$ cat src/rtl/ssc_pkg.sv
package ssc_pkg;

    localparam int WIDTH_W = 16;
    localparam int STATE_W = 2;
    localparam int OP_W    = 2;
    localparam int ADDR_W  = 4;
    localparam int DATA_W  = 32;

    typedef logic [WIDTH_W-1:0] t_width;
    typedef logic [STATE_W-1:0] t_state;
    typedef logic [OP_W-1:0]    t_op;

    // shutter status codes
    localparam t_state ST_CLOSED = 2'd0;
    localparam t_state ST_OPEN   = 2'd1;
    localparam t_state ST_MOVING = 2'd2;

    // operation codes
    localparam t_op OP_INIT   = 2'd0;
    localparam t_op OP_CMD    = 2'd1;
    localparam t_op OP_TARGET = 2'd2;
    localparam t_op OP_FRAME  = 2'd3;

    // register indexes (byte address / 4)
    localparam logic [1:0] REG_OPEN   = 2'd0;
    localparam logic [1:0] REG_CLOSED = 2'd1;
    localparam logic [1:0] REG_STEP   = 2'd2;

    localparam t_width STEP_RESET = 16'd1;

endpackage

$ cat src/rtl/servo_shutter_slew_controller_unit.sv
// Servo shutter slew controller. Each input word (init, open/close command,
// set target or servo frame) produces exactly one output word carrying the
// servo pulse width and the shutter status (closed, open, moving) after it.
// A frame moves the pulse width one step_width toward the target and clamps
// at the target; in a frame the status turns open only when a downward move
// lands on the open width and closed only when an upward move lands on the
// closed width; an init sets it open or closed directly. Timing: a word is
// taken into an input register, then all of its work (subtract or 17-bit
// add, compare, clamp) is done combinationally into the state and output
// registers, so each output word passes through the input register and then
// the output register, and a new word is accepted every cycle while the
// output side keeps up. The output register decouples the two sides: while
// a result waits, the input register still takes one word.
// Configuration goes through an APB-style port (open_width at 0x0,
// closed_width at 0x4, step_width at 0x8, 16 bits each, pready always high);
// the user writes it only while the block is idle; no logic enforces this.
module servo_shutter_slew_controller_unit (
    input  logic                         i_clk,
    input  logic                         i_rst_n,
    // input word channel
    input  logic                         i_in_valid,
    output logic                         o_in_stall,
    input  logic [ssc_pkg::OP_W-1:0]     i_operation,
    input  logic                         i_want_open,
    input  logic [ssc_pkg::WIDTH_W-1:0]  i_target_width,
    // output word channel
    output logic                         o_out_valid,
    input  logic                         i_out_stall,
    output logic [ssc_pkg::WIDTH_W-1:0]  o_pulse_width,
    output logic [ssc_pkg::STATE_W-1:0]  o_shutter_state,
    // configuration port
    input  logic                         psel,
    input  logic                         penable,
    input  logic                         pwrite,
    input  logic [ssc_pkg::ADDR_W-1:0]   paddr,
    input  logic [ssc_pkg::DATA_W-1:0]   pwdata,
    output logic [ssc_pkg::DATA_W-1:0]   prdata,
    output logic                         pready
);

    // configuration registers
    ssc_pkg::t_width r_open_width;
    ssc_pkg::t_width r_closed_width;
    ssc_pkg::t_width r_step_width;

    // input register
    logic            r_in_valid;
    ssc_pkg::t_op    r_operation;
    logic            r_want_open;
    ssc_pkg::t_width r_target_width;

    // controller state
    ssc_pkg::t_width r_cur;
    ssc_pkg::t_width r_goal;
    ssc_pkg::t_state r_status;

    // output register
    logic            r_out_valid;
    ssc_pkg::t_width r_pulse_width;
    ssc_pkg::t_state r_shutter_state;

    ssc_pkg::t_width n_cur;
    ssc_pkg::t_width n_goal;
    ssc_pkg::t_state n_status;

    logic                       in_accept;
    logic                       advance;
    logic                       cfg_write;
    ssc_pkg::t_width            down_diff;
    logic [ssc_pkg::WIDTH_W:0]  up_sum;

    // ---------------------------------------------------------------
    // handshake: the input register drains whenever the output register
    // is empty or its word is being taken
    // ---------------------------------------------------------------
    assign advance    = r_in_valid && (!r_out_valid || !i_out_stall);
    assign o_in_stall = r_in_valid && !advance;
    assign in_accept  = i_in_valid && !o_in_stall;

    always_ff @(posedge i_clk) begin
        if (!i_rst_n) begin
            r_in_valid <= 1'b0;
        end else if (in_accept) begin
            r_in_valid <= 1'b1;
        end else if (advance) begin
            r_in_valid <= 1'b0;
        end
    end

    always_ff @(posedge i_clk) begin
        if (in_accept) begin
            r_operation    <= i_operation;
            r_want_open    <= i_want_open;
            r_target_width <= i_target_width;
        end
    end

    // ---------------------------------------------------------------
    // configuration port
    // ---------------------------------------------------------------
    assign pready    = 1'b1;
    assign cfg_write = psel && penable && pwrite && pready;

    always_ff @(posedge i_clk) begin
        if (!i_rst_n) begin
            r_open_width   <= '0;
            r_closed_width <= '0;
            r_step_width   <= ssc_pkg::STEP_RESET;
        end else if (cfg_write) begin
            case (paddr[3:2])
                ssc_pkg::REG_OPEN:   r_open_width   <= pwdata[ssc_pkg::WIDTH_W-1:0];
                ssc_pkg::REG_CLOSED: r_closed_width <= pwdata[ssc_pkg::WIDTH_W-1:0];
                ssc_pkg::REG_STEP:   r_step_width   <= pwdata[ssc_pkg::WIDTH_W-1:0];
                default: ;
            endcase
        end
    end

    always_comb begin
        prdata = '0;
        case (paddr[3:2])
            ssc_pkg::REG_OPEN:   prdata = {16'd0, r_open_width};
            ssc_pkg::REG_CLOSED: prdata = {16'd0, r_closed_width};
            ssc_pkg::REG_STEP:   prdata = {16'd0, r_step_width};
            default:             prdata = '0;
        endcase
    end

    // ---------------------------------------------------------------
    // next state for the word in the input register
    // ---------------------------------------------------------------
    assign down_diff = r_cur - r_goal;
    assign up_sum    = {1'b0, r_cur} + {1'b0, r_step_width};

    always_comb begin
        n_cur    = r_cur;
        n_goal   = r_goal;
        n_status = r_status;
        case (r_operation)
            ssc_pkg::OP_INIT: begin
                n_status = r_want_open ? ssc_pkg::ST_OPEN : ssc_pkg::ST_CLOSED;
                n_cur    = r_want_open ? r_open_width : r_closed_width;
                n_goal   = n_cur;
            end
            ssc_pkg::OP_CMD: begin
                if (r_want_open && r_status != ssc_pkg::ST_OPEN) begin
                    n_goal   = r_open_width;
                    n_status = ssc_pkg::ST_MOVING;
                end else if (!r_want_open && r_status != ssc_pkg::ST_CLOSED) begin
                    n_goal   = r_closed_width;
                    n_status = ssc_pkg::ST_MOVING;
                end
            end
            ssc_pkg::OP_TARGET: begin
                n_goal = r_target_width;
            end
            ssc_pkg::OP_FRAME: begin
                if (r_cur > r_goal) begin
                    // moving down: clamp when the step covers the gap
                    if (r_step_width >= down_diff) begin
                        n_cur = r_goal;
                        if (r_goal == r_open_width) begin
                            n_status = ssc_pkg::ST_OPEN;
                        end
                    end else begin
                        n_cur = r_cur - r_step_width;
                    end
                end else if (r_cur < r_goal) begin
                    // moving up: sum is one bit wider, so no wrap
                    if (up_sum >= {1'b0, r_goal}) begin
                        n_cur = r_goal;
                        if (r_goal == r_closed_width) begin
                            n_status = ssc_pkg::ST_CLOSED;
                        end
                    end else begin
                        n_cur = up_sum[ssc_pkg::WIDTH_W-1:0];
                    end
                end
            end
            default: ;
        endcase
    end

    always_ff @(posedge i_clk) begin
        if (!i_rst_n) begin
            r_cur    <= '0;
            r_goal   <= '0;
            r_status <= ssc_pkg::ST_CLOSED;
        end else if (advance) begin
            r_cur    <= n_cur;
            r_goal   <= n_goal;
            r_status <= n_status;
        end
    end

    // ---------------------------------------------------------------
    // output register
    // ---------------------------------------------------------------
    always_ff @(posedge i_clk) begin
        if (!i_rst_n) begin
            r_out_valid <= 1'b0;
        end else if (advance) begin
            r_out_valid <= 1'b1;
        end else if (!i_out_stall) begin
            r_out_valid <= 1'b0;
        end
    end

    always_ff @(posedge i_clk) begin
        if (advance) begin
            r_pulse_width   <= n_cur;
            r_shutter_state <= n_status;
        end
    end

    assign o_out_valid     = r_out_valid;
    assign o_pulse_width   = r_pulse_width;
    assign o_shutter_state = r_shutter_state;

    // ---------------------------------------------------------------
    // assertions
    // ---------------------------------------------------------------
    a_stall_only_when_full: assert property (@(posedge i_clk) disable iff (!i_rst_n)
        o_in_stall |-> r_in_valid)
        else $error("upstream stalled with empty input register");

    a_init_open: assert property (@(posedge i_clk) disable iff (!i_rst_n)
        (advance && r_operation == ssc_pkg::OP_INIT && r_want_open)
        |=> (r_status == ssc_pkg::ST_OPEN && r_cur == r_open_width
             && r_goal == r_cur))
        else $error("init to open did not set the open position");

    a_target_keeps_width: assert property (@(posedge i_clk) disable iff (!i_rst_n)
        (advance && r_operation == ssc_pkg::OP_TARGET)
        |=> (r_cur == $past(r_cur) && r_status == $past(r_status)))
        else $error("set target changed width or status");

    a_frame_no_overshoot: assert property (@(posedge i_clk) disable iff (!i_rst_n)
        (advance && r_operation == ssc_pkg::OP_FRAME && r_cur <= r_goal)
        |=> (r_cur <= r_goal && r_cur >= $past(r_cur)))
        else $error("upward frame overshot the target");

    a_out_matches_state: assert property (@(posedge i_clk) disable iff (!i_rst_n)
        advance |=> (r_pulse_width == r_cur && r_shutter_state == r_status))
        else $error("output word does not match controller state");

endmodule

$ cat config.mk
export PLATFORM = sky130hd
export DESIGN_NAME = servo_shutter_slew_controller_unit
export DESIGN_NICKNAME = d
export VERILOG_FILES = /design/src/rtl/ssc_pkg.sv /design/src/rtl/servo_shutter_slew_controller_unit.sv
export SDC_FILE = /design/constraint.sdc
export NUM_CORES = 1
export LEC_CHECK = 0
export BUFFER_PORTS_ARGS = -buffer_cell sky130_fd_sc_hd__buf_4
export CORE_MARGIN = 4
export CORE_UTILIZATION = 54
export CTS_CLUSTER_SIZE = 25
export DETAILED_ROUTE_END_ITERATION = 10
export PLACE_DENSITY = 0.79
export SLEW_MARGIN = 20
export SYNTH_ARGS = -nofsm -noshare
export SYNTH_HDL_FRONTEND = slang
export SYNTH_SLANG_ARGS = --single-unit
$ cat constraint.sdc
create_clock -name i_clk -period 4.1 [get_ports i_clk]
set_input_delay 0.205 -clock i_clk [delete_from_list [all_inputs] [get_ports i_clk]]
set_output_delay 0.205 -clock i_clk [all_outputs]
set_load 0.005 [all_outputs]
Yosys cells after proc, flatten, opt, wreduce, memory -nomap -nowiden

Index checks and enable logic that the tools add are counted.

Memory bits (writable): 0
Memories kept: 0
Flip-flop bits (word level): 121
Word-level logic and storage cells: 76
Memory bits (read-only): 0
Bits in latches: 0

Mux-type cells: 24
Equality and inequality tests: 10
Reduce and logical (&&, ||, !) cells: 22
Multipliers: 0
Bitwise logic cells: 0
$lt $le $gt $ge: 4
$add $sub $neg: 3
Div/mod/pow operators: 0
Shift-type cells: 0

Operators by type and width:

| cell                                                                  | number |
|---|---|
| 16-bit two-way mux                                                    | 7 |
| 16-bit case mux with 3 select lines                                   | 2 |
| 16-bit equality test                                                  | 2 |
| 16-bit case mux with 2 select lines                                   | 1 |
| 16-bit subtractor                                                     | 2 |
| 16-bit by 16-bit adder with 17-bit output                             | 1 |
| 17-bit by 16-bit greater-or-equal comparator with 1-bit output        | 1 |
| 16-bit greater-or-equal comparator                                    | 1 |
| 16-bit greater-than comparator                                        | 1 |
| 16-bit < comparator                                                   | 1 |
| 2-bit two-way mux                                                     | 8 |
| 1-bit logical AND                                                     | 7 |
| 2-bit equality test, second input constant                            | 3 |
| 2-bit case mux with 3 select lines                                    | 1 |
| 2-bit AND reduction                                                   | 3 |
| 1-bit logical NOT                                                     | 5 |
| 1-bit two-way mux                                                     | 5 |
| 2-bit by 1-bit equality test with 1-bit output, second input constant | 2 |
| 2-bit logical NOT                                                     | 2 |
| 2-bit by 1-bit != test with 1-bit output, second input constant       | 2 |
| 2-bit nonzero test                                                    | 2 |
| 3-bit != test, second input constant                                  | 1 |
| 3-bit AND reduction                                                   | 1 |
| 3-bit nonzero test                                                    | 1 |
| 1-bit logical OR                                                      | 1 |

Longest topological paths before layout

Gate-level depths: netlist of run 1.

Depth in word-level cells: 8
Depth in mapped cells: 22
Depth with buffers taken out: 21

Worst setup path before layout of run 1

OpenSTA, ideal clock, no wires.

Kind: register to register
Start point: reg r_step_width[3]
End point: reg r_pulse_width[5], in the netlist o_pulse_width[5] (data pin)
Setup time: 0.259 ns
Clock period less this slack: 4.532 ns
Buffers on the path: 4
Slack: -0.432 ns
Arrival: 4.273 ns
Cell stages (with the launch flop): 21
Cells stage by stage: dfxtp_1 inv_1 ha_1 clkbuf_1 a221oi_1 o41a_1 a21o_1 xnor2_1 ha_1 and3_1 a221o_1 a211oi_1 nor3_1 or4_1 buf_2 or2_1 buf_6 buf_6 o2111ai_1 nand3_1 o31a_1

Longest elaborated chain between the ends: 6
Elaborated cells on any way between the ends: 9

Ends and longest elaborated chain:

| element                                                        | line                                      | text |
|---|---|---|
| start, declared                                                | servo_shutter_slew_controller_unit.sv:44  | `ssc_pkg::t_width r_step_width;` |
| start signal, assigned                                         | servo_shutter_slew_controller_unit.sv:108 | `r_step_width <= ssc_pkg::STEP_RESET;` |
| start signal, assigned                                         | servo_shutter_slew_controller_unit.sv:113 | `ssc_pkg::REG_STEP: r_step_width <= pwdata[ssc_pkg::WIDTH_W-1:0];` |
| 16-bit by 16-bit adder with 17-bit output                      | servo_shutter_slew_controller_unit.sv:133 | `assign up_sum = {1'b0, r_cur} + {1'b0, r_step_width};` |
| 17-bit by 16-bit greater-or-equal comparator with 1-bit output | servo_shutter_slew_controller_unit.sv:170 | `if (up_sum >= {1'b0, r_goal}) begin` |
| 16-bit two-way mux                                             | servo_shutter_slew_controller_unit.sv:170 |  |
| 16-bit two-way mux                                             | servo_shutter_slew_controller_unit.sv:168 | `end else if (r_cur < r_goal) begin` |
| 16-bit two-way mux (*)                                         | servo_shutter_slew_controller_unit.sv:158 | `if (r_cur > r_goal) begin` |
| 16-bit case mux with 2 select lines (*)                        | servo_shutter_slew_controller_unit.sv:139 | `case (r_operation)` |
| via n_cur[5]                                                   | servo_shutter_slew_controller_unit.sv:62  | `ssc_pkg::t_width n_cur;` |
| end signal, assigned                                           | servo_shutter_slew_controller_unit.sv:211 | `r_pulse_width <= n_cur;` |
| end, declared                                                  | servo_shutter_slew_controller_unit.sv:59  | `ssc_pkg::t_width r_pulse_width;` |

Mark *: on every way through the listed nets, which the timed path passes. The rest lies on a longest branch.
A chain may end at the register's enable or synchronous reset.

Final worst setup path of run 1

Start point: reg r_step_width[10]
End point: reg r_pulse_width[3], in the netlist o_pulse_width[3] (data pin)

Same word-level chain as after synthesis.

==> results of run 1 <==
-- tightest hold or removal path, delay by kind of cell --
| kind | cells | cell delay [ps] |
|---|---|---|
| AOI/OAI and AO/OA | 1 | 60 |
| buffers and inverters | 1 | 120 |
| and+or+nand+nor | 1 | 50 |
-- cells by family after synthesis --
logic type,Yosys count,synth area share (%)
compound gates,356,24.2
xor+xnor,68,6.18
fa+ha+maj,87,11.5
buf+inv,148,6.62
flops,121,29.0
mux,61,6.52
other cells,2,0.0779
simple gates,339,15.9
-- sequential cells by signal, indices dropped and copies added (netlist names), 2 cells and up --
| name | cells |
|---|---|
| r_step_width | 16 |
| r_operation | 2 |
| o_shutter_state | 2 |
| r_cur | 16 |
| o_pulse_width | 16 |
| r_open_width | 16 |
| r_status | 2 |
| r_goal | 16 |
| r_closed_width | 16 |
| r_target_width | 16 |
-- layer usage --
metal	global-route usage (%)	share of wire [%]	vias to the layer above
li1	-	-	4617
met1	44.3	38	4821
met2	56.1	47	632
met3	6.81	9.8	139
met4	16.0	5.4	0
met5	0	0	-
-- layout make-up --
| class | count | area, um^2 |
|---|---|---|
| Inverter | 64 | 249 |
| Fill cell | 1261 | 4370 |
| Clock inverter | 14 | 165 |
| Clock buffer | 18 | 429 |
| Tap cell | 225 | 282 |
| Sequential cell | 121 | 2810 |
| Timing Repair Buffer | 265 | 2150 |
| Multi-Input combinational cell | 928 | 6950 |
-- stage by stage --
step	power, mW	hold slack (ps)
final	4.79	57.9
after global routing	4.97	60.9
after CTS	4.59	53.3
after detailed placement	2.78	384
after global placement	2.75	383
after floorplan	2.27	304
-- synth_stat cells, types with 9 or more instances --
library cell  count  area [um^2]
a21o_1           16          120
nand3_1          10         50.1
o211ai_1         10         75.1
edfxtp_1         37         1110
nor2b_1          26          163
nand2_1         167          627
nor3_1           20          100
nor4_1           13         81.3
a211oi_1         20          150
dfxtp_1          84         1680
and3_1            9         56.3
xnor2_1          26          228
buf_4            17          128
nor2_1           57          214
mux2_2           14          158
a31oi_1          10         62.6
o31ai_1          10         75.1
xor2_1           42          368
a21oi_1          81          405
inv_1            62          233
a21boi_0         51          383
clkbuf_1         58          218
ha_1             84         1050
o21ai_0          83          415
mux2i_1          47          470
-- placed cells by master, fill, tap and decap left out, types with 10 or more instances in the layout --
cell type      instances
o21ai_1               12
inv_1                 55
xnor2_1               21
a21o_1                16
mux2_2                14
nor2b_1               26
a21boi_0              50
edfxtp_1              37
nor2_1                55
o21ai_0               61
a211oi_1              14
dfxtp_1               72
nor3_1                14
buf_4                225
o211ai_1              10
nor4_1                12
xor2_1                42
a21oi_1               61
conb_1                17
ha_1                  76
mux2i_1               46
dfxtp_2               10
dlygate4sd3_1         20
buf_6                 15
a21oi_2               14
clkbuf_16             17
nand2_1              163
-- power breakdown --
part,switching [mW],internal [mW],total (mW)
combinational,1.04,0.852,1.90
sequential,0.0507,1.29,1.34
clock,0.639,0.912,1.55
total,1.73,3.05,4.79
-- what timing repair did --
action                                  CTS  global route
resized for setup                        95            62
endpoints found under the hold margin    20             0
endpoints found under the setup margin   36            36
gates cloned                              1             0
hold buffers                             20             0
setup buffers                            22             6
pin swaps                                43            59
-- final timing paths --
path | endpoint | cells past startpoint
worst min-delay path | r_step_width[4] | 3
worst max-delay path | o_pulse_width[3] | 20
worst max register to register | o_pulse_width[3] | 20
worst min register to register | r_closed_width[14] | 2
==> flow_summary.json, run 1 <==
{
  "outcome": "finished, violations left",
  "violations": "negative setup slack",
  "dieArea_mm2": 0.0201,
  "wl_per_cell_um": 22.0,
  "drt_iter0_markers": 1059,
  "yosysSeqAreaShare_pct": 29.0,
  "syn_area_mm2": 0.00964,
  "pwr_density_cell_mw_per_mm2": 367,
  "regToRegStartpoint": "r_step_width[10]",
  "initial_core_util_pct": 55.4,
  "crit_path_start": "r_step_width[10]",
  "slowest_delay_ps": 520,
  "cts_root_buffer": "clkbuf_16",
  "gp_congestion": 1.09,
  "peakVddDrop_mv": 0.318,
  "fin_util_pct": 74.9,
  "drt-total-wl_um": 36000,
  "worstMarginPinSlew_ps": 1040,
  "cap_violations": 0,
  "cts_max_level": 4,
  "fp.dieH_um": 142,
  "final-setup-viol-count": 36,
  "hp-class": "in -> reg",
  "antenna_found_initial": 0,
  "grt_pass1_vias": 9891,
  "cts-buffers-inserted": 17,
  "ant_nets": 0,
  "clock-skew-final_ps": 16.0,
  "startpoint_type": "flop",
  "critPathBufInv": 4,
  "grt_overflow_total": 0,
  "period_share_pct": 112,
  "antenna_cells": 0,
  "fin_area_mm2": 0.0130,
  "asyncSetResetFlopFracSynth_pct": 0,
  "num_rows": 48,
  "dr.pass1.iters": 5,
  "crit_arrival_ps": 4890,
  "vias_per_cell": 6.24,
  "drcViolationCount": 0,
  "placed_cell_area_mm2": 0.0114,
  "maxSlewViolCount": 0,
  "area_growth_pct": 35.3,
  "die_w_um": 142,
  "cp_top_family": "compound AO/OA/AOI/OAI gates",
  "clock_insertion_delay_worst_skew_ps": 430,
  "cts_tree": "built",
  "hpwl_um": 25200,
  "syn_area_per_cell_um2": 8.16,
  "slowest_stage": "or4_4",
  "stdcell_count": 1635,
  "hold_viol": 0,
  "path_cells": "inv_1 > ha_1 > nor2b_1 > a211oi_1 > nand2_1 > a31oi_2 > o31ai_2 > a221oi_1 > xor2_1 > inv_1 > ha_1 > nand3_1 > nor3_1 > or4_4 > or2_4 > buf_8 > a21oi_4 > a21oi_1 > o21bai_1 > buf_4",
  "worstPathMaxFanout": 7,
  "pre_cts_slack_ps": -574,
  "ys_types": 69,
  "synth-main-ff-cell": "dfxtp_1",
  "num_vias": 10200,
  "ys_ff_latch": 121,
  "power_leakage_nw": 5.73,
  "layout-drive-gt1-share_pct": 29.6,
  "slew_headroom_pct": 30.5,
  "finalSetupTns_ps": -12050,
  "post-place-cells": 1558,
  "period_needed_ps": 4590,
  "clock.fmax_mhz": 218,
  "final_nets": 1546,
  "grt_max_degree": 87,
  "cts_sinks": 121,
  "cp-end-kind": "flop",
  "io_buffers": 79,
  "ff2ff_setup_slack_ps": -490,
  "cp.required_ps": 4400,
  "path_clk_slew_ps": 70,
  "synth_edf_count": 37,
  "grt_setup_unrepaired": "yes",
  "syn_inst": 1182,
  "pin_count": 115,
  "min_from": "pwdata[4]",
  "clock_path_buffers": 2,
  "yosysWarnings": 0,
  "worstSetupPathType": "reg -> reg",
  "grt_pass1_wl_um": 53900,
  "track_usage_pct": 34.5,
  "postLayoutSetupSlackWorst_ps": -489,
  "core-area_mm2": 0.0174
}
(Power assumes the default switching activity.)
==> run 2, diff against run 1 <==
- SETUP_SLACK_MARGIN: unset -> 0.3
==> run 2 against run 1 <==
Effect of this change: the flow still finishes with violations (negative setup slack); flip-flop and latch count did not move; final cell count rose by 0.55%; count of clock-buffer cells in the layout fell by 1; die area did not move; highest routed layer unchanged.
==> flow_summary.json, run 2 (synthesized netlist as in run 1, its figures left out) <==
{
  "cts_sinks": 121,
  "clock.fmax_mhz": 219,
  "ant_nets": 0,
  "dr.pass1.iters": 6,
  "clock-skew-final_ps": 8.94,
  "maxSlewViolCount": 0,
  "slew_headroom_pct": 8.06,
  "fp.dieH_um": 142,
  "grt_pass1_vias": 9478,
  "violations": "negative setup slack",
  "hold_viol": 0,
  "final_nets": 1554,
  "io_buffers": 79,
  "peakVddDrop_mv": 0.341,
  "dieArea_mm2": 0.0201,
  "path_clk_slew_ps": 60,
  "postLayoutSetupSlackWorst_ps": -463,
  "track_usage_pct": 33.3,
  "min_from": "pwdata[7]",
  "initial_core_util_pct": 55.4,
  "drcViolationCount": 0,
  "vias_per_cell": 6.21,
  "drt-total-wl_um": 36200,
  "worstMarginPinSlew_ps": 1360,
  "whs_ps": 48.2,
  "cts-buffers-inserted": 17,
  "outcome": "finished, violations left",
  "startpoint_type": "flop",
  "worstPathMaxFanout": 4,
  "final_common_cell": "buf_4",
  "grt_setup_unrepaired": "yes",
  "pin_count": 115,
  "num_vias": 10200,
  "power_leakage_nw": 5.79,
  "crit_arrival_ps": 4720,
  "hpwl_um": 25300,
  "wl_per_cell_um": 22.0,
  "period_needed_ps": 4560,
  "period_share_pct": 111,
  "regToRegStartpoint": "r_step_width[1]",
  "cts_root_buffer": "clkbuf_16",
  "fin_area_mm2": 0.0132,
  "area_growth_pct": 36.8,
  "cts_tree": "built",
  "final_cell_mix": "buf_4 (232), nand2_1 (164), ha_1 (77), dfxtp_1 (75), o21ai_0 (65)",
  "finalSetupTns_ps": -11340,
  "clock_insertion_delay_worst_skew_ps": 430,
  "grt_pass1_wl_um": 51800,
  "worstSetupPathType": "reg -> reg",
  "die_w_um": 142,
  "seqCellArea_mm2": 0.00281,
  "pre_cts_slack_ps": -530,
  "final-setup-viol-count": 36,
  "cts_max_level": 4,
  "placed_cell_area_mm2": 0.0115,
  "cp.required_ps": 4260,
  "grt_overflow_total": 0,
  "cap_violations": 0,
  "grt_max_degree": 87,
  "drt_iter0_markers": 1206,
  "pwr_density_cell_mw_per_mm2": 371,
  "gp_congestion": 0.977,
  "antenna_found_initial": 1,
  "cp-end-kind": "flop",
  "core-area_mm2": 0.0174,
  "clock_path_buffers": 2,
  "total_power_mw": 4.89,
  "fillerInstances": 1193,
  "hp-class": "in -> reg",
  "layout-drive-gt1-share_pct": 29.8,
  "num_rows": 48,
  "crit_path_start": "r_step_width[1]",
  "multi_input_area_mm2": 0.00695
}
-- run 2: changes by cell type in the layout (fill, tap and decap cells not counted), sizes merged --
cell / previous run / this run
buf: 245 / 251
bufinv: 2 / 4
clkinv: 8 / 6
clkbuf: 18 / 19
clkinvlp: 1 / 2
diode: 0 / 1
-- run 2: worst paths after layout --
check,end,slack [ps],depth (start not counted)
max reg2reg,o_pulse_width[10],-460,19
max,o_pulse_width[10],-460,19
min,r_open_width[7],50,3
min reg2reg,o_out_valid,530,2
-- run 2: layout make-up --
cell class	count	area share, %
sequential	121	21.3
timing repair buffer	273	17.1
antenna	1	0.0190
inverter	64	1.87
tap	225	2.13
multi-input combinational	928	52.7
clock buffer	17	3.23
clock inverter	15	1.61
-- run 2: routing by layer --
layer	GRT usage (%)	up-vias	routed length, um	part of all wire, %
li1	-	4642	-	-
met1	44.3	4819	14400	40
met2	51.6	607	16500	46
met3	6.98	137	3450	9.5
met4	16.4	0	1870	5.2
met5	0	-	0	0
-- run 2: critical path, cell delays in order, from the launching register on --
cell	delay (ps)
dfxtp_4	370
inv_4	50
ha_4	250
nand2b_4	130
a221oi_4	60
o41a_1	470
a21o_1	250
xnor2_2	160
ha_1	300
a21o_1	190
a221o_1	300
a211oi_2	180
nor3_1	80
or4_4	490
buf_6	160
buf_4	150
nor2_1	160
o2111ai_2	130
a32oi_2	310
o21ai_1	90
-- run 2: stage by stage --
stage | std cells | utilization, %
after global placement | 1564 | 65.8
after detailed placement | 1564 | 65.8
final | 1644 | 75.7
after CTS | 1616 | 71.6
after floorplan | 1197 | -
after global routing | 1644 | 75.7
-- run 2: what timing repair did --
action | CTS | global route
cloned | 0 | 3
hold endpoints to repair | 20 | 0
setup buffers | 0 | 24
pin swaps | 28 | 70
hold buffers | 20 | 0
gates resized for setup | 48 | 86
setup endpoints to repair | 36 | 36
-- run 2: where the power goes --
group / switching, mW / total [mW] / leakage, nW / internal (mW)
clock: 0.620 / 1.65 / 0.307 / 1.03
combinational: 1.05 / 1.91 / 4.44 / 0.854
sequential: 0.0469 / 1.34 / 1.04 / 1.29
